==> src/cpt_pkg.sv <==
// shared constants, types and functions of the clarke/park current transform
package cpt_pkg;

   localparam int CURRENT_WIDTH    = 16;
   localparam int ANGLE_WIDTH      = 16;
   localparam int SINE_TABLE_DEPTH = 1024;

   localparam int OFFSET_WIDTH   = 16;
   localparam int POLE_WIDTH     = 6;
   localparam int CSR_DATA_WIDTH = 32;
   localparam int CSR_ADDR_WIDTH = 3;

   localparam logic [OFFSET_WIDTH-1:0] ANGLE_OFFSET_RESET = 16'd2316;
   localparam logic [POLE_WIDTH-1:0]   POLE_PAIRS_RESET   = 6'd7;

   // register index taken from paddr[2]
   localparam logic REG_ANGLE_OFFSET = 1'b0;
   localparam logic REG_POLE_PAIRS   = 1'b1;

   localparam int NUM_STAGES = 6;

   localparam int QUARTER_BITS  = ANGLE_WIDTH - 2;
   localparam int SINE_IDX_BITS = $clog2(SINE_TABLE_DEPTH + 1);
   localparam int SINE_BITS     = 15;
   localparam int SINE_SHIFT    = 15;
   localparam int Q30_SHIFT     = 30;

   localparam logic signed [31:0] THIRD_Q30     = 32'sd357913941;
   localparam logic signed [31:0] INV_SQRT3_Q30 = 32'sd619925131;
   localparam logic [63:0]        HALF_PI_Q30   = 64'd1686629713;
   localparam logic [63:0]        SINE_ONE      = 64'd32767;

   localparam int SAT_IN_WIDTH = CURRENT_WIDTH + 8;
   localparam longint CURRENT_MAX = (64'sd1 <<< (CURRENT_WIDTH - 1)) - 64'sd1;
   localparam longint CURRENT_MIN = -CURRENT_MAX - 64'sd1;

   localparam int TAYLOR_TERMS = 10;
   localparam logic [63:0] TAYLOR_DIV [TAYLOR_TERMS] = '{
      64'd6, 64'd20, 64'd42, 64'd72, 64'd110, 64'd156, 64'd210, 64'd272, 64'd342, 64'd420
   };

   typedef logic [SINE_BITS-1:0] sine_rom_type [0:SINE_TABLE_DEPTH];

   // register enables of the six pipeline stages
   typedef struct packed {
      logic s1;
      logic s2;
      logic s3;
      logic s4;
      logic s5;
      logic s6;
   } stage_load_type;

   // quarter-wave lookup result for one angle
   typedef struct packed {
      logic [SINE_BITS-1:0] sin_mag;
      logic [SINE_BITS-1:0] cos_mag;
      logic                 sin_neg;
      logic                 cos_neg;
   } trig_type;

   // quarter-wave sine table, taylor series in q1.30, evaluated at elaboration
   function automatic sine_rom_type build_sine_table();
      sine_rom_type      tbl;
      logic [63:0]       x;
      logic [63:0]       x2;
      logic [63:0]       term;
      logic signed [63:0] sum;
      logic [63:0]       scaled;
      for (int k = 0; k <= SINE_TABLE_DEPTH; k++) begin
         x = (HALF_PI_Q30 * 64'(k) + 64'(SINE_TABLE_DEPTH / 2)) / 64'(SINE_TABLE_DEPTH);
         x2 = (x * x) >> Q30_SHIFT;
         term = x;
         sum = $signed(x);
         for (int n = 1; n <= TAYLOR_TERMS; n++) begin
            term = ((term * x2) >> Q30_SHIFT) / TAYLOR_DIV[n-1];
            if (n % 2 == 1) begin
               sum = sum - $signed(term);
            end else begin
               sum = sum + $signed(term);
            end
         end
         if (sum < 0) begin
            sum = 64'sd0;
         end
         if (sum > (64'sd1 <<< Q30_SHIFT)) begin
            sum = 64'sd1 <<< Q30_SHIFT;
         end
         scaled = ($unsigned(sum) * SINE_ONE + (64'd1 << (Q30_SHIFT - 1))) >> Q30_SHIFT;
         tbl[k] = scaled[SINE_BITS-1:0];
      end
      return tbl;
   endfunction

   function automatic logic signed [CURRENT_WIDTH-1:0] sat_current(
      input logic signed [SAT_IN_WIDTH-1:0] v
   );
      logic signed [SAT_IN_WIDTH-1:0] hi;
      logic signed [SAT_IN_WIDTH-1:0] lo;
      hi = SAT_IN_WIDTH'(CURRENT_MAX);
      lo = SAT_IN_WIDTH'(CURRENT_MIN);
      if (v > hi) begin
         return hi[CURRENT_WIDTH-1:0];
      end else if (v < lo) begin
         return lo[CURRENT_WIDTH-1:0];
      end
      return v[CURRENT_WIDTH-1:0];
   endfunction

endpackage

==> src/cpt_park.sv <==
// park rotation pipeline with rounding, saturation and the output register
module cpt_park (
   input  logic                                      clock,
   input  cpt_pkg::stage_load_type                   stage_load,
   input  logic signed [cpt_pkg::CURRENT_WIDTH-1:0]  alpha_in_current,
   input  logic signed [cpt_pkg::CURRENT_WIDTH-1:0]  beta_in_current,
   input  logic [cpt_pkg::ANGLE_WIDTH-1:0]           elec_in_angle,
   input  cpt_pkg::trig_type                         trig,
   output logic signed [cpt_pkg::CURRENT_WIDTH-1:0]  alpha_current,
   output logic signed [cpt_pkg::CURRENT_WIDTH-1:0]  beta_current,
   output logic signed [cpt_pkg::CURRENT_WIDTH-1:0]  direct_current,
   output logic signed [cpt_pkg::CURRENT_WIDTH-1:0]  quadrature_current,
   output logic [cpt_pkg::ANGLE_WIDTH-1:0]           electrical_angle
);

   localparam int CW     = cpt_pkg::CURRENT_WIDTH;
   localparam int AW     = cpt_pkg::ANGLE_WIDTH;
   localparam int TRIG_W = cpt_pkg::SINE_BITS + 1;
   localparam int PROD_W = TRIG_W + CW;
   localparam int SUM_W  = PROD_W + 1;
   localparam longint SINE_HALF = 64'sd1 <<< (cpt_pkg::SINE_SHIFT - 1);

   logic signed [TRIG_W-1:0] sin_val, cos_val;
   logic signed [PROD_W-1:0] cos_alpha_in, cos_alpha_ff;
   logic signed [PROD_W-1:0] sin_beta_in, sin_beta_ff;
   logic signed [PROD_W-1:0] cos_beta_in, cos_beta_ff;
   logic signed [PROD_W-1:0] sin_alpha_in, sin_alpha_ff;
   logic signed [SUM_W-1:0]  d_sum_in, d_sum_ff;
   logic signed [SUM_W-1:0]  q_sum_in, q_sum_ff;
   logic signed [SUM_W-1:0]  d_bias, q_bias;
   logic signed [CW-1:0]     d_in, d_ff, q_in, q_ff;
   logic signed [CW-1:0]     alpha4_ff, beta4_ff, alpha5_ff, beta5_ff, alpha6_ff, beta6_ff;
   logic [AW-1:0]            elec4_ff, elec5_ff, elec6_ff;

   always_comb begin
      sin_val = trig.sin_neg ? -$signed({1'b0, trig.sin_mag}) : $signed({1'b0, trig.sin_mag});
      cos_val = trig.cos_neg ? -$signed({1'b0, trig.cos_mag}) : $signed({1'b0, trig.cos_mag});
      cos_alpha_in = PROD_W'(cos_val) * PROD_W'(alpha_in_current);
      sin_beta_in  = PROD_W'(sin_val) * PROD_W'(beta_in_current);
      cos_beta_in  = PROD_W'(cos_val) * PROD_W'(beta_in_current);
      sin_alpha_in = PROD_W'(sin_val) * PROD_W'(alpha_in_current);
      d_sum_in = SUM_W'(cos_alpha_ff) + SUM_W'(sin_beta_ff);
      q_sum_in = SUM_W'(cos_beta_ff) - SUM_W'(sin_alpha_ff);
      // ties away from zero: negative sums take one less of the half
      d_bias = d_sum_ff + SUM_W'(SINE_HALF) - SUM_W'(d_sum_ff[SUM_W-1]);
      q_bias = q_sum_ff + SUM_W'(SINE_HALF) - SUM_W'(q_sum_ff[SUM_W-1]);
      d_in = cpt_pkg::sat_current(
         cpt_pkg::SAT_IN_WIDTH'($signed(d_bias[SUM_W-1:cpt_pkg::SINE_SHIFT])));
      q_in = cpt_pkg::sat_current(
         cpt_pkg::SAT_IN_WIDTH'($signed(q_bias[SUM_W-1:cpt_pkg::SINE_SHIFT])));
   end

   always_ff @(posedge clock) begin
      if (stage_load.s4) begin
         cos_alpha_ff <= cos_alpha_in;
         sin_beta_ff  <= sin_beta_in;
         cos_beta_ff  <= cos_beta_in;
         sin_alpha_ff <= sin_alpha_in;
         alpha4_ff    <= alpha_in_current;
         beta4_ff     <= beta_in_current;
         elec4_ff     <= elec_in_angle;
      end
      if (stage_load.s5) begin
         d_sum_ff  <= d_sum_in;
         q_sum_ff  <= q_sum_in;
         alpha5_ff <= alpha4_ff;
         beta5_ff  <= beta4_ff;
         elec5_ff  <= elec4_ff;
      end
      if (stage_load.s6) begin
         d_ff      <= d_in;
         q_ff      <= q_in;
         alpha6_ff <= alpha5_ff;
         beta6_ff  <= beta5_ff;
         elec6_ff  <= elec5_ff;
      end
   end

   assign alpha_current      = alpha6_ff;
   assign beta_current       = beta6_ff;
   assign direct_current     = d_ff;
   assign quadrature_current = q_ff;
   assign electrical_angle   = elec6_ff;

endmodule

==> config.mk <==
export PLATFORM = sky130hd
export DESIGN_NAME = cpt_park
export DESIGN_NICKNAME = d
export VERILOG_FILES = /design/src/cpt_pkg.sv /design/src/cpt_park.sv
export SDC_FILE = /design/constraint.sdc
export NUM_CORES = 2
export LEC_CHECK = 0
export BUFFER_PORTS_ARGS = -buffer_cell sky130_fd_sc_hd__buf_2
export CORE_AREA = 2 2 327 329
export CTS_BUF_LIST = sky130_fd_sc_hd__clkbuf_16
export CTS_CLUSTER_SIZE = 14
export DETAILED_ROUTE_END_ITERATION = 10
export DIE_AREA = 0 0 329 331
export PLACE_DENSITY_LB_ADDON = 0.05
export SKIP_CTS_REPAIR_TIMING = 1
export SLEW_MARGIN = 15
export SYNTH_ARGS = -nofsm -noshare
export SYNTH_HDL_FRONTEND = slang
export SYNTH_SLANG_ARGS = --single-unit
==> constraint.sdc <==
create_clock -name clock -period 10 [get_ports clock]
set_clock_uncertainty 0.2 [all_clocks]
set_input_delay 2 -clock clock [delete_from_list [all_inputs] [get_ports clock]]
set_output_delay 2 -clock clock [all_outputs]
set_load 0.02 [all_outputs]
==> PnR_summary.wiki <==
{| class="wikitable"
! Metric !! Value
|-
| Number of buffers on the longest clock path || 3
|-
| Detailed-route wire length per cell || 18.6 um
|-
| Area fraction of the dominant cell type after synthesis || 0.366
|-
| Largest net degree at the start of global routing || 62
|-
| Worst slew margin relative to its limit || 0.142
|-
| Startpoint of the worst hold path || alpha5_ff[3]$_DFFE_PP_
|-
| Starting DRC count in detailed routing || 2569
|-
| Multi-input gate area || 0.0406 mm2
|-
| H-Tree Level Count || 2
|-
| Worst setup EP type || flip-flop
|-
| CP top delay family || adder cells
|-
| Via count normalized by instance count || 5.32
|-
| Detailed placer's ending HPWL || 110000 um
|-
| Horizontal extent of the die || 329 um
|-
| Proportion of synthesized flip-flops having asynchronous set or reset || 0
|-
| Total congestion overflow || 0
|-
| Combined global-route utilization of all metal layers || 0.269
|-
| Post-synthesis area per instance || 9.79 um2
|-
| Most used DFF post-synth || sky130_fd_sc_hd__edfxtp_1
|-
| Area Overhead vs Synth || 8.46%
|-
| Core Rows || 119
|-
| Largest cells by area after synthesis || sky130_fd_sc_hd__fa_1 37%, sky130_fd_sc_hd__edfxtp_1 19%, sky130_fd_sc_hd__ha_1 9.9%
|-
| Buffer and inverter count on the worst path || 5
|-
| Net count after synthesis || 7462
|-
| Die outline area || 0.109 mm2
|-
| Syn Inst Count || 5869
|-
| End of the worst hold path || alpha_current[3]$_DFFE_PP_
|-
| Number of sinks handled by clock tree synthesis || 370
|-
| Measured slew at the worst slew-check pin || 1.28 ns
|-
| Post-synthesis sequential area ratio || 0.193
|-
| Total wire length || 138000 um
|-
| Most prevalent standard cell on the critical path || sky130_fd_sc_hd__fa_1
|-
| Top cells by instance count after synthesis || 1405 x sky130_fd_sc_hd__inv_1, 1050 x sky130_fd_sc_hd__fa_1, 598 x sky130_fd_sc_hd__nand2_1, 465 x sky130_fd_sc_hd__and2_1, 456 x sky130_fd_sc_hd__ha_1
|-
| Wire length of the first global-routing pass || 227000 um
|-
| Result of the run || completed
|-
| Area of the mapped netlist || 0.0575 mm2
|-
| RSZ-0062 raised after global routing || false
|-
| Post-route antenna net violation count || 0
|-
| TritonCTS clock tree || yes
|-
| Reg2reg end || q_sum_ff[32]$_DFFE_PP_
|-
| Kind of start point of the critical path || input port
|-
| Type of the worst setup path || in -> reg
|-
| Number of synthesized flops with an enable pin || 370
|-
| R2R depth || 12
|-
| Distinct cells, synth || 70
|-
| Clock transition at path regs || 0.07 ns
|-
| Total of warnings raised by yosys || 0
|-
| Final estimated routing congestion in global placement || 0.889
|-
| CP Data Arrival Time || 9.73 ns
|-
| Cell area after layout || 0.0623 mm2
|-
| Via count of the first global-routing pass || 41677
|-
| Core area || 0.105 mm2
|-
| Startpoint of the most critical register-to-register path || sin_alpha_ff[0]$_DFFE_PP_
|-
| Cell with the most instances after synthesis || sky130_fd_sc_hd__inv_1
|-
| Total via count in the routed design || 39533
|-
| Post-synthesis cell type with the largest combined area || sky130_fd_sc_hd__fa_1
|-
| Share of the clock period used by the worst path after layout || 0.953
|-
| Clock Tree Root || sky130_fd_sc_hd__clkbuf_16
|-
| HP Class || reg -> reg
|-
| Count of final max-slew check failures || 0
|-
| Count of cells along the worst hold path || 0
|-
| Drt pass-1 iters || 5
|-
| Count of max-cap constraint violations || 0
|-
| Post-detailed-placement cell area || 0.0607 mm2
|-
| Starting Density || 0.548
|-
| Final Hold Violating Endpoints || 0
|-
| Highest clock frequency the design can meet || 0.105 GHz
|-
| DRC || 0
|-
| Number of CTS-inserted buffers || 47
|-
| Share of post-route cells with drive strength above 1 || 0.0707
|-
| Synthesis-stage register bit count || 370
|-
| Setup slack of the worst register-to-register path || 5.55 ns
|-
| Fin Setup TNS || 0 ns
|-
| Number of antenna violations at the first check in global routing || 12
|-
| Net count reported at finish || 7594
|-
| Max incr delay on CP || 1.00 ns
|-
| Maximum fanout along the worst path || 14
|-
| Required time worst endpoint || 10.20 ns
|-
| # fillers || 9267
|-
| Clock insertion delay at the later pin of the skew report || 0.63 ns
|-
| Setup violators final || 0
|-
| Height of the die || 331 um
|-
| IO buf count || 163
|-
| Crit-path slowest cell || sky130_fd_sc_hd__xnor2_2
|-
| I/O Pins || 167
|-
| Final critical path time including I/O delays and setup || 9.53 ns
|-
| Register area || 0.0111 mm2
|}
sequential cells by signal, indices dropped and copies added (netlist names), 32 cells and up:
| name | count |
|---|---|
| cos_alpha_ff | 32 |
| sin_alpha_ff | 32 |
| q_sum_ff | 33 |
| cos_beta_ff | 32 |
| sin_beta_ff | 32 |
| d_sum_ff | 33 |
logic make-up (layout without fill, tap and decap cells):
kind of cell    Yosys count  after routing  share of synthesized area
compound gates          637            637                     0.0715
xor+xnor                243            243                     0.0370
fa+ha+maj              1506           1506                      0.465
buf+inv                1612           1782                      0.105
flops                   370            370                      0.193
mux                       2              2                   0.000370
other cells               0              5                          0
simple gates           1499           1499                      0.128
cells in the final DEF (no fill, tap or decap), drive strengths merged, types with 42 or more instances in the layout:
master / instances
inv: 1415
fa: 1050
nand2: 598
and2: 465
ha: 456
edfxtp: 370
buf: 289
nor2: 192
a21oi: 189
xnor2: 177
o21ai: 133
a21o: 110
xor2: 66
clkbuf: 48
nand3: 47
nand2b: 42
worst register-to-register path, cell delays in order (launching register included):
cell and delay, ns:
sky130_fd_sc_hd__edfxtp_1 0.38, sky130_fd_sc_hd__ha_1 0.22, sky130_fd_sc_hd__fa_1 0.41, sky130_fd_sc_hd__nand2b_1 0.16, sky130_fd_sc_hd__a21boi_0 0.28, sky130_fd_sc_hd__o21ai_0 0.24
sky130_fd_sc_hd__a211oi_1 0.55, sky130_fd_sc_hd__a21oi_1 0.34, sky130_fd_sc_hd__o311ai_0 0.56, sky130_fd_sc_hd__nand2_1 0.16, sky130_fd_sc_hd__and2_1 0.24, sky130_fd_sc_hd__o21ai_1 0.23
sky130_fd_sc_hd__o221ai_1 0.23
through the flow:
stage	setup slack, ns	hold WS, ns	instances	util
floorplan	0.575	0.200	5869	-
global placement	-0.0367	0.200	7343	0.578
detailed placement	-0.0349	0.205	7343	0.578
CTS	0.622	0.209	7430	0.594
global route	0.00225	0.211	7434	0.594
finish	0.470	0.206	7435	0.594
how the worst max path moves through the flow:
stage | start | to | slack (ns) | cells after the start
after CTS | trig[2] | cos_alpha_ff[30]$_DFFE_PP_ | 0.62 | 28
final | trig[2] | cos_alpha_ff[30]$_DFFE_PP_ | 0.47 | 27
after global routing | trig[19] | sin_beta_ff[31]$_DFFE_PP_ | 0.002 | 29
after global placement | trig[4] | cos_alpha_ff[30]$_DFFE_PP_ | -0.04 | 27
after floorplan | trig[19] | sin_alpha_ff[26]$_DFFE_PP_ | 0.57 | 28
after detailed placement | trig[2] | cos_alpha_ff[30]$_DFFE_PP_ | -0.03 | 28
final cells by class:
| type | instances | area share |
|---|---|---|
| clock inverter | 40 | 0.00716 |
| tap | 1391 | 0.0279 |
| timing repair buffer | 290 | 0.0323 |
| antenna | 5 | 0.000201 |
| inverter | 1405 | 0.0846 |
| clock buffer | 47 | 0.0189 |
| sequential | 370 | 0.178 |
| multi-input combinational | 3887 | 0.651 |
per-layer routing:
metal | part of all wire | vias up | GRT usage | routed length, um
met1 | 0.44 | 20055 | 0.380 | 61300
li1 | - | 18262 | - | -
met3 | 0.064 | 200 | 0.0444 | 8890
met4 | 0.038 | 6 | 0.0944 | 5280
met5 | 0.00028 | - | 0 | 39
met2 | 0.45 | 1010 | 0.425 | 62600
Power is left out: the tool's default activity adds up to more than one toggle a clock period on the data nets, which glitch-free logic cannot reach.
