===== src/cpt_pkg.sv =====
// shared constants, types and functions of the clarke/park current transform
package cpt_pkg;

   localparam int CURRENT_WIDTH    = 16;
   localparam int ANGLE_WIDTH      = 16;
   localparam int SINE_TABLE_DEPTH = 1024;

   localparam int OFFSET_WIDTH   = 16;
   localparam int POLE_WIDTH     = 6;
   localparam int CSR_DATA_WIDTH = 32;
   localparam int CSR_ADDR_WIDTH = 3;

   localparam logic [OFFSET_WIDTH-1:0] ANGLE_OFFSET_RESET = 16'd2316;
   localparam logic [POLE_WIDTH-1:0]   POLE_PAIRS_RESET   = 6'd7;

   // register index taken from paddr[2]
   localparam logic REG_ANGLE_OFFSET = 1'b0;
   localparam logic REG_POLE_PAIRS   = 1'b1;

   localparam int NUM_STAGES = 6;

   localparam int QUARTER_BITS  = ANGLE_WIDTH - 2;
   localparam int SINE_IDX_BITS = $clog2(SINE_TABLE_DEPTH + 1);
   localparam int SINE_BITS     = 15;
   localparam int SINE_SHIFT    = 15;
   localparam int Q30_SHIFT     = 30;

   localparam logic signed [31:0] THIRD_Q30     = 32'sd357913941;
   localparam logic signed [31:0] INV_SQRT3_Q30 = 32'sd619925131;
   localparam logic [63:0]        HALF_PI_Q30   = 64'd1686629713;
   localparam logic [63:0]        SINE_ONE      = 64'd32767;

   localparam int SAT_IN_WIDTH = CURRENT_WIDTH + 8;
   localparam longint CURRENT_MAX = (64'sd1 <<< (CURRENT_WIDTH - 1)) - 64'sd1;
   localparam longint CURRENT_MIN = -CURRENT_MAX - 64'sd1;

   localparam int TAYLOR_TERMS = 10;
   localparam logic [63:0] TAYLOR_DIV [TAYLOR_TERMS] = '{
      64'd6, 64'd20, 64'd42, 64'd72, 64'd110, 64'd156, 64'd210, 64'd272, 64'd342, 64'd420
   };

   typedef logic [SINE_BITS-1:0] sine_rom_type [0:SINE_TABLE_DEPTH];

   // register enables of the six pipeline stages
   typedef struct packed {
      logic s1;
      logic s2;
      logic s3;
      logic s4;
      logic s5;
      logic s6;
   } stage_load_type;

   // quarter-wave lookup result for one angle
   typedef struct packed {
      logic [SINE_BITS-1:0] sin_mag;
      logic [SINE_BITS-1:0] cos_mag;
      logic                 sin_neg;
      logic                 cos_neg;
   } trig_type;

   // quarter-wave sine table, taylor series in q1.30, evaluated at elaboration
   function automatic sine_rom_type build_sine_table();
      sine_rom_type      tbl;
      logic [63:0]       x;
      logic [63:0]       x2;
      logic [63:0]       term;
      logic signed [63:0] sum;
      logic [63:0]       scaled;
      for (int k = 0; k <= SINE_TABLE_DEPTH; k++) begin
         x = (HALF_PI_Q30 * 64'(k) + 64'(SINE_TABLE_DEPTH / 2)) / 64'(SINE_TABLE_DEPTH);
         x2 = (x * x) >> Q30_SHIFT;
         term = x;
         sum = $signed(x);
         for (int n = 1; n <= TAYLOR_TERMS; n++) begin
            term = ((term * x2) >> Q30_SHIFT) / TAYLOR_DIV[n-1];
            if (n % 2 == 1) begin
               sum = sum - $signed(term);
            end else begin
               sum = sum + $signed(term);
            end
         end
         if (sum < 0) begin
            sum = 64'sd0;
         end
         if (sum > (64'sd1 <<< Q30_SHIFT)) begin
            sum = 64'sd1 <<< Q30_SHIFT;
         end
         scaled = ($unsigned(sum) * SINE_ONE + (64'd1 << (Q30_SHIFT - 1))) >> Q30_SHIFT;
         tbl[k] = scaled[SINE_BITS-1:0];
      end
      return tbl;
   endfunction

   function automatic logic signed [CURRENT_WIDTH-1:0] sat_current(
      input logic signed [SAT_IN_WIDTH-1:0] v
   );
      logic signed [SAT_IN_WIDTH-1:0] hi;
      logic signed [SAT_IN_WIDTH-1:0] lo;
      hi = SAT_IN_WIDTH'(CURRENT_MAX);
      lo = SAT_IN_WIDTH'(CURRENT_MIN);
      if (v > hi) begin
         return hi[CURRENT_WIDTH-1:0];
      end else if (v < lo) begin
         return lo[CURRENT_WIDTH-1:0];
      end
      return v[CURRENT_WIDTH-1:0];
   endfunction

endpackage


===== src/cpt_clarke.sv =====
// clarke transform pipeline: phase currents to saturated alpha and beta
module cpt_clarke (
   input  logic                                       clock,
   input  cpt_pkg::stage_load_type                    stage_load,
   input  logic signed [cpt_pkg::CURRENT_WIDTH-1:0]   phase_u_current,
   input  logic signed [cpt_pkg::CURRENT_WIDTH-1:0]   phase_v_current,
   input  logic signed [cpt_pkg::CURRENT_WIDTH-1:0]   phase_w_current,
   output logic signed [cpt_pkg::CURRENT_WIDTH-1:0]   alpha_current,
   output logic signed [cpt_pkg::CURRENT_WIDTH-1:0]   beta_current
);

   localparam int ANUM_W = cpt_pkg::CURRENT_WIDTH + 2;
   localparam int BNUM_W = cpt_pkg::CURRENT_WIDTH + 1;
   localparam int PROD_W = ANUM_W + 32;
   localparam int RND_W  = PROD_W - cpt_pkg::Q30_SHIFT;
   localparam longint Q30_HALF = 64'sd1 <<< (cpt_pkg::Q30_SHIFT - 1);

   logic signed [ANUM_W-1:0] anum_in, anum_ff;
   logic signed [BNUM_W-1:0] bnum_in, bnum_ff;
   logic signed [PROD_W-1:0] aprod_in, aprod_ff;
   logic signed [PROD_W-1:0] bprod_in, bprod_ff;
   logic signed [PROD_W-1:0] abias, bbias;
   logic signed [cpt_pkg::CURRENT_WIDTH-1:0] alpha_in, alpha_ff;
   logic signed [cpt_pkg::CURRENT_WIDTH-1:0] beta_in, beta_ff;

   always_comb begin
      anum_in = (ANUM_W'(phase_u_current) <<< 1) - ANUM_W'(phase_v_current)
                - ANUM_W'(phase_w_current);
      bnum_in = BNUM_W'(phase_v_current) - BNUM_W'(phase_w_current);
      aprod_in = PROD_W'(anum_ff) * PROD_W'(cpt_pkg::THIRD_Q30);
      bprod_in = PROD_W'(bnum_ff) * PROD_W'(cpt_pkg::INV_SQRT3_Q30);
      // ties away from zero: negative values take one less of the half
      abias = aprod_ff + PROD_W'(Q30_HALF) - PROD_W'(aprod_ff[PROD_W-1]);
      bbias = bprod_ff + PROD_W'(Q30_HALF) - PROD_W'(bprod_ff[PROD_W-1]);
      alpha_in = cpt_pkg::sat_current(
         cpt_pkg::SAT_IN_WIDTH'($signed(abias[PROD_W-1:cpt_pkg::Q30_SHIFT])));
      beta_in = cpt_pkg::sat_current(
         cpt_pkg::SAT_IN_WIDTH'($signed(bbias[PROD_W-1:cpt_pkg::Q30_SHIFT])));
   end

   always_ff @(posedge clock) begin
      if (stage_load.s1) begin
         anum_ff <= anum_in;
         bnum_ff <= bnum_in;
      end
      if (stage_load.s2) begin
         aprod_ff <= aprod_in;
         bprod_ff <= bprod_in;
      end
      if (stage_load.s3) begin
         alpha_ff <= alpha_in;
         beta_ff  <= beta_in;
      end
   end

   assign alpha_current = alpha_ff;
   assign beta_current  = beta_ff;

endmodule


===== config.mk =====
export PLATFORM = sky130hd
export DESIGN_NAME = cpt_clarke
export DESIGN_NICKNAME = d
export VERILOG_FILES = /design/src/cpt_pkg.sv /design/src/cpt_clarke.sv
export SDC_FILE = /design/constraint.sdc
export NUM_CORES = 1
export LEC_CHECK = 0
export ABC_AREA = 1
export BUFFER_PORTS_ARGS = -buffer_cell sky130_fd_sc_hd__buf_2
export CORE_MARGIN = 10
export CORE_UTILIZATION = 40
export CTS_BUF_LIST = sky130_fd_sc_hd__clkbuf_8
export CTS_CLUSTER_DIAMETER = 200
export DETAILED_ROUTE_END_ITERATION = 8
export PLACE_DENSITY = 0.54
export SYNTH_ARGS = -nofsm -noshare
export SYNTH_HDL_FRONTEND = slang
export SYNTH_SLANG_ARGS = --single-unit

===== constraint.sdc =====
create_clock -name clock -period 17.2 [get_ports clock]
set_clock_uncertainty 0.2 [all_clocks]
set_input_delay 5.16 -clock clock [delete_from_list [all_inputs] [get_ports clock]]
set_output_delay 5.16 -clock clock [all_outputs]
set_load 0.1 [all_outputs]

==> summary.md, run 1 <==
| Metric | Value |
|---|---|
| Core Region | `approximately 70000 um^2` |
| Number of optimization iterations in the first detailed-route pass | `5` |
| Summed negative setup slack over all endpoints | `0 ns` |
| Largest delay share family, worst path | `compound AO/OA/AOI/OAI gates` |
| Post-Syn Nets | `4448` |
| Wire length of the first global-routing pass | `between 100 and 150 mm` |
| Critical setup path kind | `primary input to flop` |
| Worst-path cell chain | `buf_2 -> inv_1 -> fa_1 -> ha_1 -> a21oi_1 -> nand2_1 -> a21oi_1 -> o21bai_1 -> a21oi_1 -> o21ai_0 -> nand2_1 -> nand2_1 -> xor2_1` |
| Aggregate global-route resource usage | `0.185` |
| Type of origin of the critical path | `primary input` |
| Path category of the worst min-delay check | `flop to flop` |
| Routed via count | `22579` |
| Count of flip-flops with a built-in enable after synthesis | `161` |
| Sequential share of the synthesized area | `0.170` |
| Post-route cell area | `30400 um^2` |
| # nets final | `around 4500` |
| Number of levels in the clock H-tree | `4` |
| Average cell area after synthesis | `around 7.8 um^2` |
| Routability cong. | `about 0.93` |
| Initial antenna violation count | `2` |
| Setup slack of the most critical reg-to-reg path | `approximately 11 ns` |
| Initial drt markers | `between 1000 and 1500` |
| Total of max-cap violations | `0` |
| Floorplan die height | `287 um` |
| Setup repair bufs after CTS | `0` |
| Setup repair after global routing missed its margin | `no` |
| Endpoint of the worst register-to-register path | `bprod_ff[43]` |
| Hold path startpoint | `anum_ff[1]` |
| Leading cell type in the layout, fill and taps excluded | `sky130_fd_sc_hd__inv_1` |
| Hold-critical path endpoint | `aprod_ff[1]` |
| Outcome | `complete, no violations` |
| Dominant synthesized flop cell | `sky130_fd_sc_hd__edfxtp_1` |
| HPWL reported at the end of detailed placement | `approximately 66 mm` |
| WL/cell | `~16 um` |
| Asr flop ratio synth | `0` |
| Synthesized instance count | `3665` |
| Critical path endpoint category | `flop` |
| Max Buffers Root-to-Sink | `2` |
| Starting density of the core | `0.405` |
| Number of endpoints failing setup at the final stage | `0` |
| Number of hold-repair buffers added at the cts stage | `0` |
| Clk sinks | `roughly 160` |
| Maximum number of pins on one net before global-route repair | `70` |
| Die boundary width | `about 290 um` |
| Post-route DRC | `0` |
| Most frequent cells in the layout | `sky130_fd_sc_hd__inv_1 (898), sky130_fd_sc_hd__nand2_1 (723), sky130_fd_sc_hd__ha_1 (459)` |
| CTS tree | `done` |
| R2R depth | `18` |
| Synth cell types | `47` |
| Cell count of the worst hold path | `0` |
| Area of the die | `approximately 82000 um^2` |
| Max transition margin | `0.456` |
| Number of placement rows | `between 90 and 100` |
| Fin. max-slew vios | `0` |
| Clock latency reported for the late side of the worst-skew pair | `about 0.55 ns` |
| Number of port buffers | `between 80 and 90` |
| Buffering stage count on the worst path with inverters included | `2` |
| Count of instances resized after the clock tree is built | `0` |
| Period utilization | `0.440` |
| Area Growth Syn to Fin | `6.92%` |
| Synthesized area | `roughly 28000 um^2` |
| Slowest-stage cell, CP | `sky130_fd_sc_hd__fa_1` |
| Count of antenna-violating nets left after detailed routing | `0` |
| Vias per Instance | `around 4.8` |
| Largest fanout on the critical path | `4` |
| Data required time at the worst endpoint | `17.30 ns` |
| Yosys warns | `0` |
| Reg clk slew, reported paths | `approximately 0.090 ns` |
| Total global routing overflow | `0` |
| Area of placed instances | `around 30000 um^2` |
| Total wire length after detailed routing | `around 75 mm` |
| Layout cell share with drive strength beyond 1 | `0.0405` |
| I/O pins | `87` |
| Vias in the first global route | `22848` |
| Worst path max stage delay | `roughly 0.44 ns` |
| Total placed cells including tap cells | `between 4000 and 5000` |
| Layout Cells excl Fill | `between 4000 and 5000` |
| Total CTS buffers | `17` |
| Top achievable clock speed | `0.132 GHz` |
| RR Startpoint | `bnum_ff[6]` |
| Final critical delay including setup and external delays | `between 7 and 8 ns` |
| Slew of the pin with the lowest slew margin | `a little over 0.8 ns` |
| Root Driver | `sky130_fd_sc_hd__clkbuf_8` |
| Number of failing hold endpoints at the final stage | `0` |
| Data arrival time of the critical path | `7.67 ns` |
| Number of storage elements in the synthesis netlist | `~160` |
[per-layer routing]
metal,up-vias,part of all wire,track usage
met5,-,0.00015,0
met4,2,0.025,0.0561
met3,87,0.041,0.0275
met2,425,0.42,0.283
met1,10308,0.51,0.266
li1,11757,-,-
[synthesized netlist by cell type (5+ instances only)]
library cell	instances	area (um^2)
sky130_fd_sc_hd__inv_1	898	3370
sky130_fd_sc_hd__nand2_1	723	2710
sky130_fd_sc_hd__ha_1	459	5740
sky130_fd_sc_hd__nor2_1	298	1120
sky130_fd_sc_hd__fa_1	269	5390
sky130_fd_sc_hd__a21oi_1	255	1280
sky130_fd_sc_hd__edfxtp_1	161	4830
sky130_fd_sc_hd__o21ai_0	112	561
sky130_fd_sc_hd__nand3_1	98	490
sky130_fd_sc_hd__xor2_1	93	815
sky130_fd_sc_hd__xnor2_1	39	342
sky130_fd_sc_hd__o21bai_1	37	278
sky130_fd_sc_hd__nor3_1	35	175
sky130_fd_sc_hd__nand4_1	27	169
sky130_fd_sc_hd__a21o_1	21	158
sky130_fd_sc_hd__a31oi_1	19	119
sky130_fd_sc_hd__nor4_1	16	100
sky130_fd_sc_hd__nand2_2	10	62.6
sky130_fd_sc_hd__nand3b_1	10	75.1
sky130_fd_sc_hd__o21ai_1	10	50.1
sky130_fd_sc_hd__o21a_1	9	67.6
sky130_fd_sc_hd__nor2_2	7	43.8
sky130_fd_sc_hd__a21boi_0	6	45.0
sky130_fd_sc_hd__o211ai_1	5	37.5
[layout make-up]
cell class / instances / area (um^2)
fill: 7303 / 39900
multi-input combinational: 2597 / 20200
sequential: 161 / 4830
inverter: 902 / 3390
tap: 940 / 1180
timing repair buffer: 85 / 433
clock buffer: 17 / 234
clock inverter: 15 / 171
antenna: 1 / 2.50
[state kept, by name, indices dropped and copies added, names as in the netlist]
signal,cells
beta_current,16
anum_ff,18
alpha_current,16
aprod_ff,48
bnum_ff,16
bprod_ff,47
[stage by stage]
stage	setup WS [ns]	utilization	hold WS (ns)
floorplan	9.65	-	0.233
global placement	9.09	0.427	0.424
detailed placement	9.10	0.427	0.415
CTS	9.70	0.433	0.437
global route	9.47	0.433	0.441
finish	9.62	0.433	0.460
[how the worst max path moves through the flow]
stage | start | end | slack, ns | cells past startpoint
final | phase_w_current[3] | anum_ff[12] | 9.62 | 13
after global routing | phase_w_current[3] | anum_ff[12] | 9.47 | 13
after CTS | phase_w_current[3] | anum_ff[12] | 9.70 | 13
after detailed placement | phase_w_current[3] | anum_ff[12] | 9.10 | 13
after global placement | phase_w_current[3] | anum_ff[12] | 9.09 | 13
after floorplan | phase_w_current[3] | anum_ff[12] | 9.65 | 12
[cell families (layout without fill, tap and decap cells)]
group,Yosys count,count (layout),share of synthesized area
and+or+nand+nor,1240,1240,0.179
adders and majority gates,728,728,0.391
other,0,1,0
xor gates and xnor gates,132,132,0.0407
DFF,161,161,0.170
buffers and inverters,907,1019,0.121
AOI/OAI and AO/OA,497,497,0.0987
Power of run 1 is left out: the tool's default activity adds up to more than one toggle a clock period on the data nets, which glitch-free logic cannot reach.
==> run 2: changes to the inputs <==
PLACE_DENSITY = 0.56   (was 0.54)
clock period = 6.2 ns   (was 17.2 ns; I/O delays follow)
==> run 2 against run 1 <==
Against the previous run:
- sequential cell count did not move
- critical path depth rose by 7
- die area stayed put
- worst setup slack lost 9.4 ns
- utilization up 0.92 points
- highest routed layer is now met4
==> summary.md, run 2 (synthesis results as in run 1) <==
| Metric | Value |
|---|---|
| Top achievable clock speed | `between 0.15 and 0.2 GHz` |
| Path category of the worst min-delay check | `flop to flop` |
| CTS tree | `done` |
| Cell count of the worst hold path | `0` |
| Worst-path cell chain | `buf_4 -> ha_1 -> inv_1 -> fa_1 -> fa_1 -> inv_1 -> fa_1 -> fa_1 -> inv_1 -> fa_1 -> inv_1 -> ha_1 -> a21oi_1 -> o21ai_0 -> a21oi_1 -> nor2_1 -> a21oi_1 -> nand4_1 -> a21oi_1 -> xor2_1` |
| Die boundary width | `roughly 290 um` |
| Routability cong. | `0.923` |
| Outcome | `complete, no violations` |
| Final worst setup slack | `about 0.21 ns` |
| Root Driver | `sky130_fd_sc_hd__clkbuf_8` |
| Clk sinks | `161` |
| Final critical delay including setup and external delays | `5.99 ns` |
| I/O pins | `a little under 90` |
| Worst path max stage delay | `around 0.55 ns` |
| Data required time at the worst endpoint | `between 6 and 7 ns` |
| Period utilization | `0.966` |
| Hold_ws | `about 0.4 ns` |
| Number of levels in the clock H-tree | `4` |
| Endpoint of the worst register-to-register path | `bprod_ff[48]` |
| Leading cell type in the layout, fill and taps excluded | `sky130_fd_sc_hd__inv_1` |
| Hold-critical path endpoint | `aprod_ff[1]` |
| Vias in the first global route | `around 23000` |
| Total wire length after detailed routing | `about 75 mm` |
| HPWL reported at the end of detailed placement | `67.6 mm` |
| Largest delay share family, worst path | `adder cells` |
| Core Region | `70300 um^2` |
| Area of placed instances | `just over 30000 um^2` |
| Routed via count | `about 23000` |
| Total CTS buffers | `17` |
| Critical Path Source | `bnum_ff[15]` |
| Total of max-cap violations | `0` |
| Number of failing hold endpoints at the final stage | `0` |
| Hold path startpoint | `anum_ff[1]` |
| Largest registers | `aprod_ff (48), bprod_ff (47), anum_ff (18)` |
| Layout cell share with drive strength beyond 1 | `0.0637` |
| RR Startpoint | `bnum_ff[15]` |
| Area of the die | `82200 um^2` |
| Cell repeated most along the worst path | `sky130_fd_sc_hd__fa_1` |
| Setup slack of the most critical reg-to-reg path | `~0.21 ns` |
| Slowest-stage cell, CP | `sky130_fd_sc_hd__fa_1` |
| Post-route cell area | `~31000 um^2` |
| Max transition margin | `0.503` |
| WL/cell | `between 15 and 20 um` |
| Critical path endpoint category | `flop` |
| Wire length of the first global-routing pass | `roughly 120 mm` |
| Number of endpoints failing setup at the final stage | `0` |
| Total placed cells including tap cells | `between 4000 and 5000` |
| Reg clk slew, reported paths | `approximately 0.09 ns` |
| Clock latency reported for the late side of the worst-skew pair | `0.55 ns` |
| Setup repair after global routing missed its margin | `yes` |
| Initial antenna violation count | `1` |
| Buffering stage count on the worst path with inverters included | `5` |
| Maximum number of pins on one net before global-route repair | `64` |
| Fill cell count | `roughly 7300` |
| Pre-CTS setup slack | `0.0909 ns` |
| Most frequent cells in the layout | `sky130_fd_sc_hd__inv_1 (898), sky130_fd_sc_hd__nand2_1 (723), sky130_fd_sc_hd__ha_1 (453)` |
| Max Buffers Root-to-Sink | `2` |
| Largest fanout on the critical path | `5` |
| Slew of the pin with the lowest slew margin | `about 0.75 ns` |
| Data arrival time of the critical path | `between 6 and 7 ns` |
| Type of origin of the critical path | `flop` |
| Register ranked first by flip-flop count | `aprod_ff` |
| Post-route DRC | `0` |
| R2R depth | `20` |
| Floorplan die height | `287 um` |
| Number of flip-flops in the largest register | `between 40 and 50` |
| Vias per Instance | `between 4 and 5` |
| Fin. max-slew vios | `0` |
| Number of placement rows | `97` |
| # nets final | `4618` |
| Critical setup path kind | `flop to flop` |
| Starting density of the core | `0.405` |
| Initial drt markers | `~1300` |
| Count of antenna-violating nets left after detailed routing | `0` |
| Layout Cells excl Fill | `~4800` |
| Area Growth Syn to Fin | `9.19%` |
| Number of optimization iterations in the first detailed-route pass | `5` |
| Total global routing overflow | `0` |
| Number of port buffers | `slightly above 80` |
| Aggregate global-route resource usage | `0.187` |
==> run 2: cell count changes in the layout (fill, tap and decap cells not counted), sizes merged <==
cell,previous run,this run
bufinv,1,3
inv,908,905
buf,85,156
==> run 2: metrics by stage <==
step	utilization	setup TNS (ns)
6_report	0.442	0
5_1_grt	0.442	-0.0416
4_1_cts	0.440	0
3_5_place_dp	0.434	0
3_3_place_gp	0.434	0
2_1_floorplan	-	0
==> run 2: repair_timing <==
item	in CTS	in global routing
endpoints found under the setup margin	0	23
setup buffers	0	9
hold buffers	0	0
gates resized for setup	0	24
==> run 2: cell type report <==
type	instances	area (um^2)	share of cell area
inverter	902	3390	0.109
antenna	1	2.50	0.0000806
sequential	161	4830	0.156
multi-input combinational	2597	20300	0.652
timing repair buffer	156	966	0.0311
tap	940	1180	0.0379
clock buffer	17	234	0.00753
clock inverter	14	203	0.00653
==> run 2: worst max path at each step <==
stage | slack [ns] | endpoint | cells past startpoint
after CTS | 0.06 | bprod_ff[37] | 22
after global routing | -0.04 | bprod_ff[37] | 22
after global placement | 0.15 | bprod_ff[46] | 19
after floorplan | 0.57 | bprod_ff[33] | 19
final | 0.21 | bprod_ff[48] | 20
after detailed placement | 0.09 | bprod_ff[37] | 22
==> run 2: per-layer routing <==
layer  routed length [um]  global-route usage
met1                38000               0.265
met2                32700               0.296
met3                 3080              0.0212
met4                 1600              0.0511
met5                    0                   0
Power of run 2 is left out for the same reason.
==> run 3: changes to the inputs <==
SETUP_SLACK_MARGIN = 0.4   (was not set)
==> run 3 against run 2 <==
Against the previous run:
- maximum frequency increased by 5.8%
- utilization rose by 1.6 points
- cell area grew 3.5%
- worst setup slack gained 0.33 ns
- die area is the same
- global-route usage rose by 0.058 points
- highest routed layer unchanged
- non-clock buffer count grew 31
==> summary.md, run 3 (synthesis results as in run 1) <==
| Metric | Value |
|---|---|
| Pre-CTS setup slack | `a little over 0.09 ns` |
| GRT busiest layer | `met2` |
| Initial antenna violation count | `1` |
| Post-route cell area | `about 32000 um^2` |
| Period utilization | `0.913` |
| Fill cell count | `7146` |
| Number of failing hold endpoints at the final stage | `0` |
| Initial drt markers | `1276` |
| Max transition margin | `0.499` |
| Setup slack of the most critical reg-to-reg path | `roughly 0.54 ns` |
| Top achievable clock speed | `0.177 GHz` |
| CTS tree | `done` |
| Area of the multi-input gates | `between 20000 and 25000 um^2` |
| Aggregate global-route resource usage | `0.187` |
| Data required time at the worst endpoint | `6.29 ns` |
| Endpoint of the worst register-to-register path | `bprod_ff[32]` |
| Total placed cells including tap cells | `4747` |
| Number of levels in the clock H-tree | `4` |
| Reg clk slew, reported paths | `0.10 ns` |
| # nets final | `4649` |
| Clk sinks | `between 150 and 200` |
| Largest registers | `aprod_ff (48), bprod_ff (47), anum_ff (18)` |
| Final worst setup slack | `between 0.5 and 0.6 ns` |
| Max Buffers Root-to-Sink | `2` |
| Wire length of the first global-routing pass | `122 mm` |
| Starting density of the core | `0.405` |
| Type of origin of the critical path | `flop` |
| Critical path endpoint category | `flop` |
| R2R depth | `20` |
| Critical setup path kind | `flop to flop` |
| Data arrival time of the critical path | `around 5.8 ns` |
| Slew of the pin with the lowest slew margin | `roughly 0.75 ns` |
| Final critical delay including setup and external delays | `5.66 ns` |
| Register ranked first by flip-flop count | `aprod_ff` |
| WL/cell | `15.8 um` |
| Number of optimization iterations in the first detailed-route pass | `5` |
| Number of flip-flops in the largest register | `48` |
| Number of hold-repair buffers added at the cts stage | `0` |
| Area of placed instances | `about 30000 um^2` |
| Routability cong. | `0.923` |
| Routed via count | `23115` |
| Footprint of the flip-flops and latches | `roughly 4800 um^2` |
| Total wire length after detailed routing | `~76 mm` |
| Summed negative setup slack over all endpoints | `0 ns` |
| Global-route met1 utilization | `0.266` |
| Setup repair after global routing missed its margin | `yes` |
| RR Startpoint | `bnum_ff[6]` |
| Number of endpoints failing setup at the final stage | `0` |
| Fin. max-slew vios | `0` |
| Met3 Use GR | `0.0202` |
| Critical Path Source | `bnum_ff[6]` |
| Number of placement rows | `97` |
| Floorplan die height | `about 290 um` |
| Leading cell type in the layout, fill and taps excluded | `sky130_fd_sc_hd__inv_1` |
| Root Driver | `sky130_fd_sc_hd__clkbuf_8` |
| Global-route met2 utilization | `0.297` |
| Total CTS buffers | `17` |
| Count of antenna-violating nets left after detailed routing | `0` |
| Worst setup path endpoint | `bprod_ff[32]` |
| Layout Cells excl Fill | `between 4000 and 5000` |
| Outcome | `complete, no violations` |
| Layout cell share with drive strength beyond 1 | `0.112` |
| Post-route DRC | `0` |
| I/O pins | `87` |
| Core Region | `70300 um^2` |
| HPWL reported at the end of detailed placement | `67.6 mm` |
| Maximum number of pins on one net before global-route repair | `64` |
| Number of port buffers | `83` |
| Area Growth Syn to Fin | `13.0%` |
| Die boundary width | `roughly 290 um` |
| Path category of the worst min-delay check | `flop to flop` |
| Most frequent cells in the layout | `sky130_fd_sc_hd__inv_1 (884), sky130_fd_sc_hd__nand2_1 (707), sky130_fd_sc_hd__ha_1 (416)` |
| Largest fanout on the critical path | `4` |
| Clock latency reported for the late side of the worst-skew pair | `between 0.5 and 0.6 ns` |
| Total of max-cap violations | `0` |
| Vias in the first global route | `between 20000 and 25000` |
| Vias per Instance | `4.80` |
| Area of the die | `just over 80000 um^2` |
| Total global routing overflow | `0` |
[run 3: cell types whose count changed in the layout (fill, tap and decap cells not counted), sizes merged]
cell / before / now
buf: 156 / 187
[run 3: metrics by stage]
| step | util | hold WS (ns) |
|---|---|---|
| 3_3_place_gp | 0.434 | 0.365 |
| 6_report | 0.457 | 0.405 |
| 2_1_floorplan | - | 0.233 |
| 5_1_grt | 0.457 | 0.435 |
| 3_5_place_dp | 0.434 | 0.375 |
| 4_1_cts | 0.445 | 0.405 |
[run 3: how the worst min path moves through the flow]
stage / start / slack [ns] / endpoint / cells past startpoint
finish: anum_ff[1] / 0.41 / aprod_ff[1] / 0
global route: anum_ff[1] / 0.44 / aprod_ff[1] / 0
CTS: anum_ff[1] / 0.41 / aprod_ff[1] / 0
detailed placement: anum_ff[1] / 0.37 / aprod_ff[1] / 0
global placement: anum_ff[1] / 0.36 / aprod_ff[1] / 0
floorplan: anum_ff[1] / 0.23 / aprod_ff[1] / 0
[run 3: per-layer routing]
layer  wire length, um  share of wire
met5                 0              0
met4              1860          0.024
met3              3030          0.040
met2             33100           0.43
met1             38200           0.50
[run 3: worst max-delay path: stages (launching register included)]
cell	delay (ns)
sky130_fd_sc_hd__edfxtp_1	0.45
sky130_fd_sc_hd__inv_1	0.08
sky130_fd_sc_hd__ha_1	0.31
sky130_fd_sc_hd__buf_4	0.17
sky130_fd_sc_hd__fa_1	0.54
sky130_fd_sc_hd__inv_1	0.06
sky130_fd_sc_hd__fa_2	0.52
sky130_fd_sc_hd__inv_1	0.06
sky130_fd_sc_hd__fa_2	0.47
sky130_fd_sc_hd__fa_1	0.49
sky130_fd_sc_hd__inv_1	0.05
sky130_fd_sc_hd__fa_1	0.56
sky130_fd_sc_hd__ha_4	0.23
sky130_fd_sc_hd__a21o_1	0.21
sky130_fd_sc_hd__nor2_1	0.15
sky130_fd_sc_hd__a21boi_0	0.20
sky130_fd_sc_hd__o21ai_1	0.12
sky130_fd_sc_hd__a21oi_1	0.19
sky130_fd_sc_hd__inv_1	0.11
sky130_fd_sc_hd__a21oi_2	0.16
sky130_fd_sc_hd__xnor2_1	0.10
[run 3: layout make-up]
| type | instances | share of cell area |
|---|---|---|
| Antenna cell | 1 | 0.0000778 |
| Clock buffer | 17 | 0.00728 |
| Clock inverter | 14 | 0.00631 |
| Inverter | 902 | 0.105 |
| Multi-Input combinational cell | 2597 | 0.656 |
| Sequential cell | 161 | 0.150 |
| Tap cell | 940 | 0.0366 |
| Timing Repair Buffer | 187 | 0.0381 |
[run 3: repair_timing]
item / CTS / global route
hold endpoints to repair: 0 / 0
pin swaps: 12 / 70
setup buffers: 14 / 26
endpoints found under the setup margin: 36 / 52
gates resized for setup: 54 / 186
Power of run 3 is left out for the same reason.
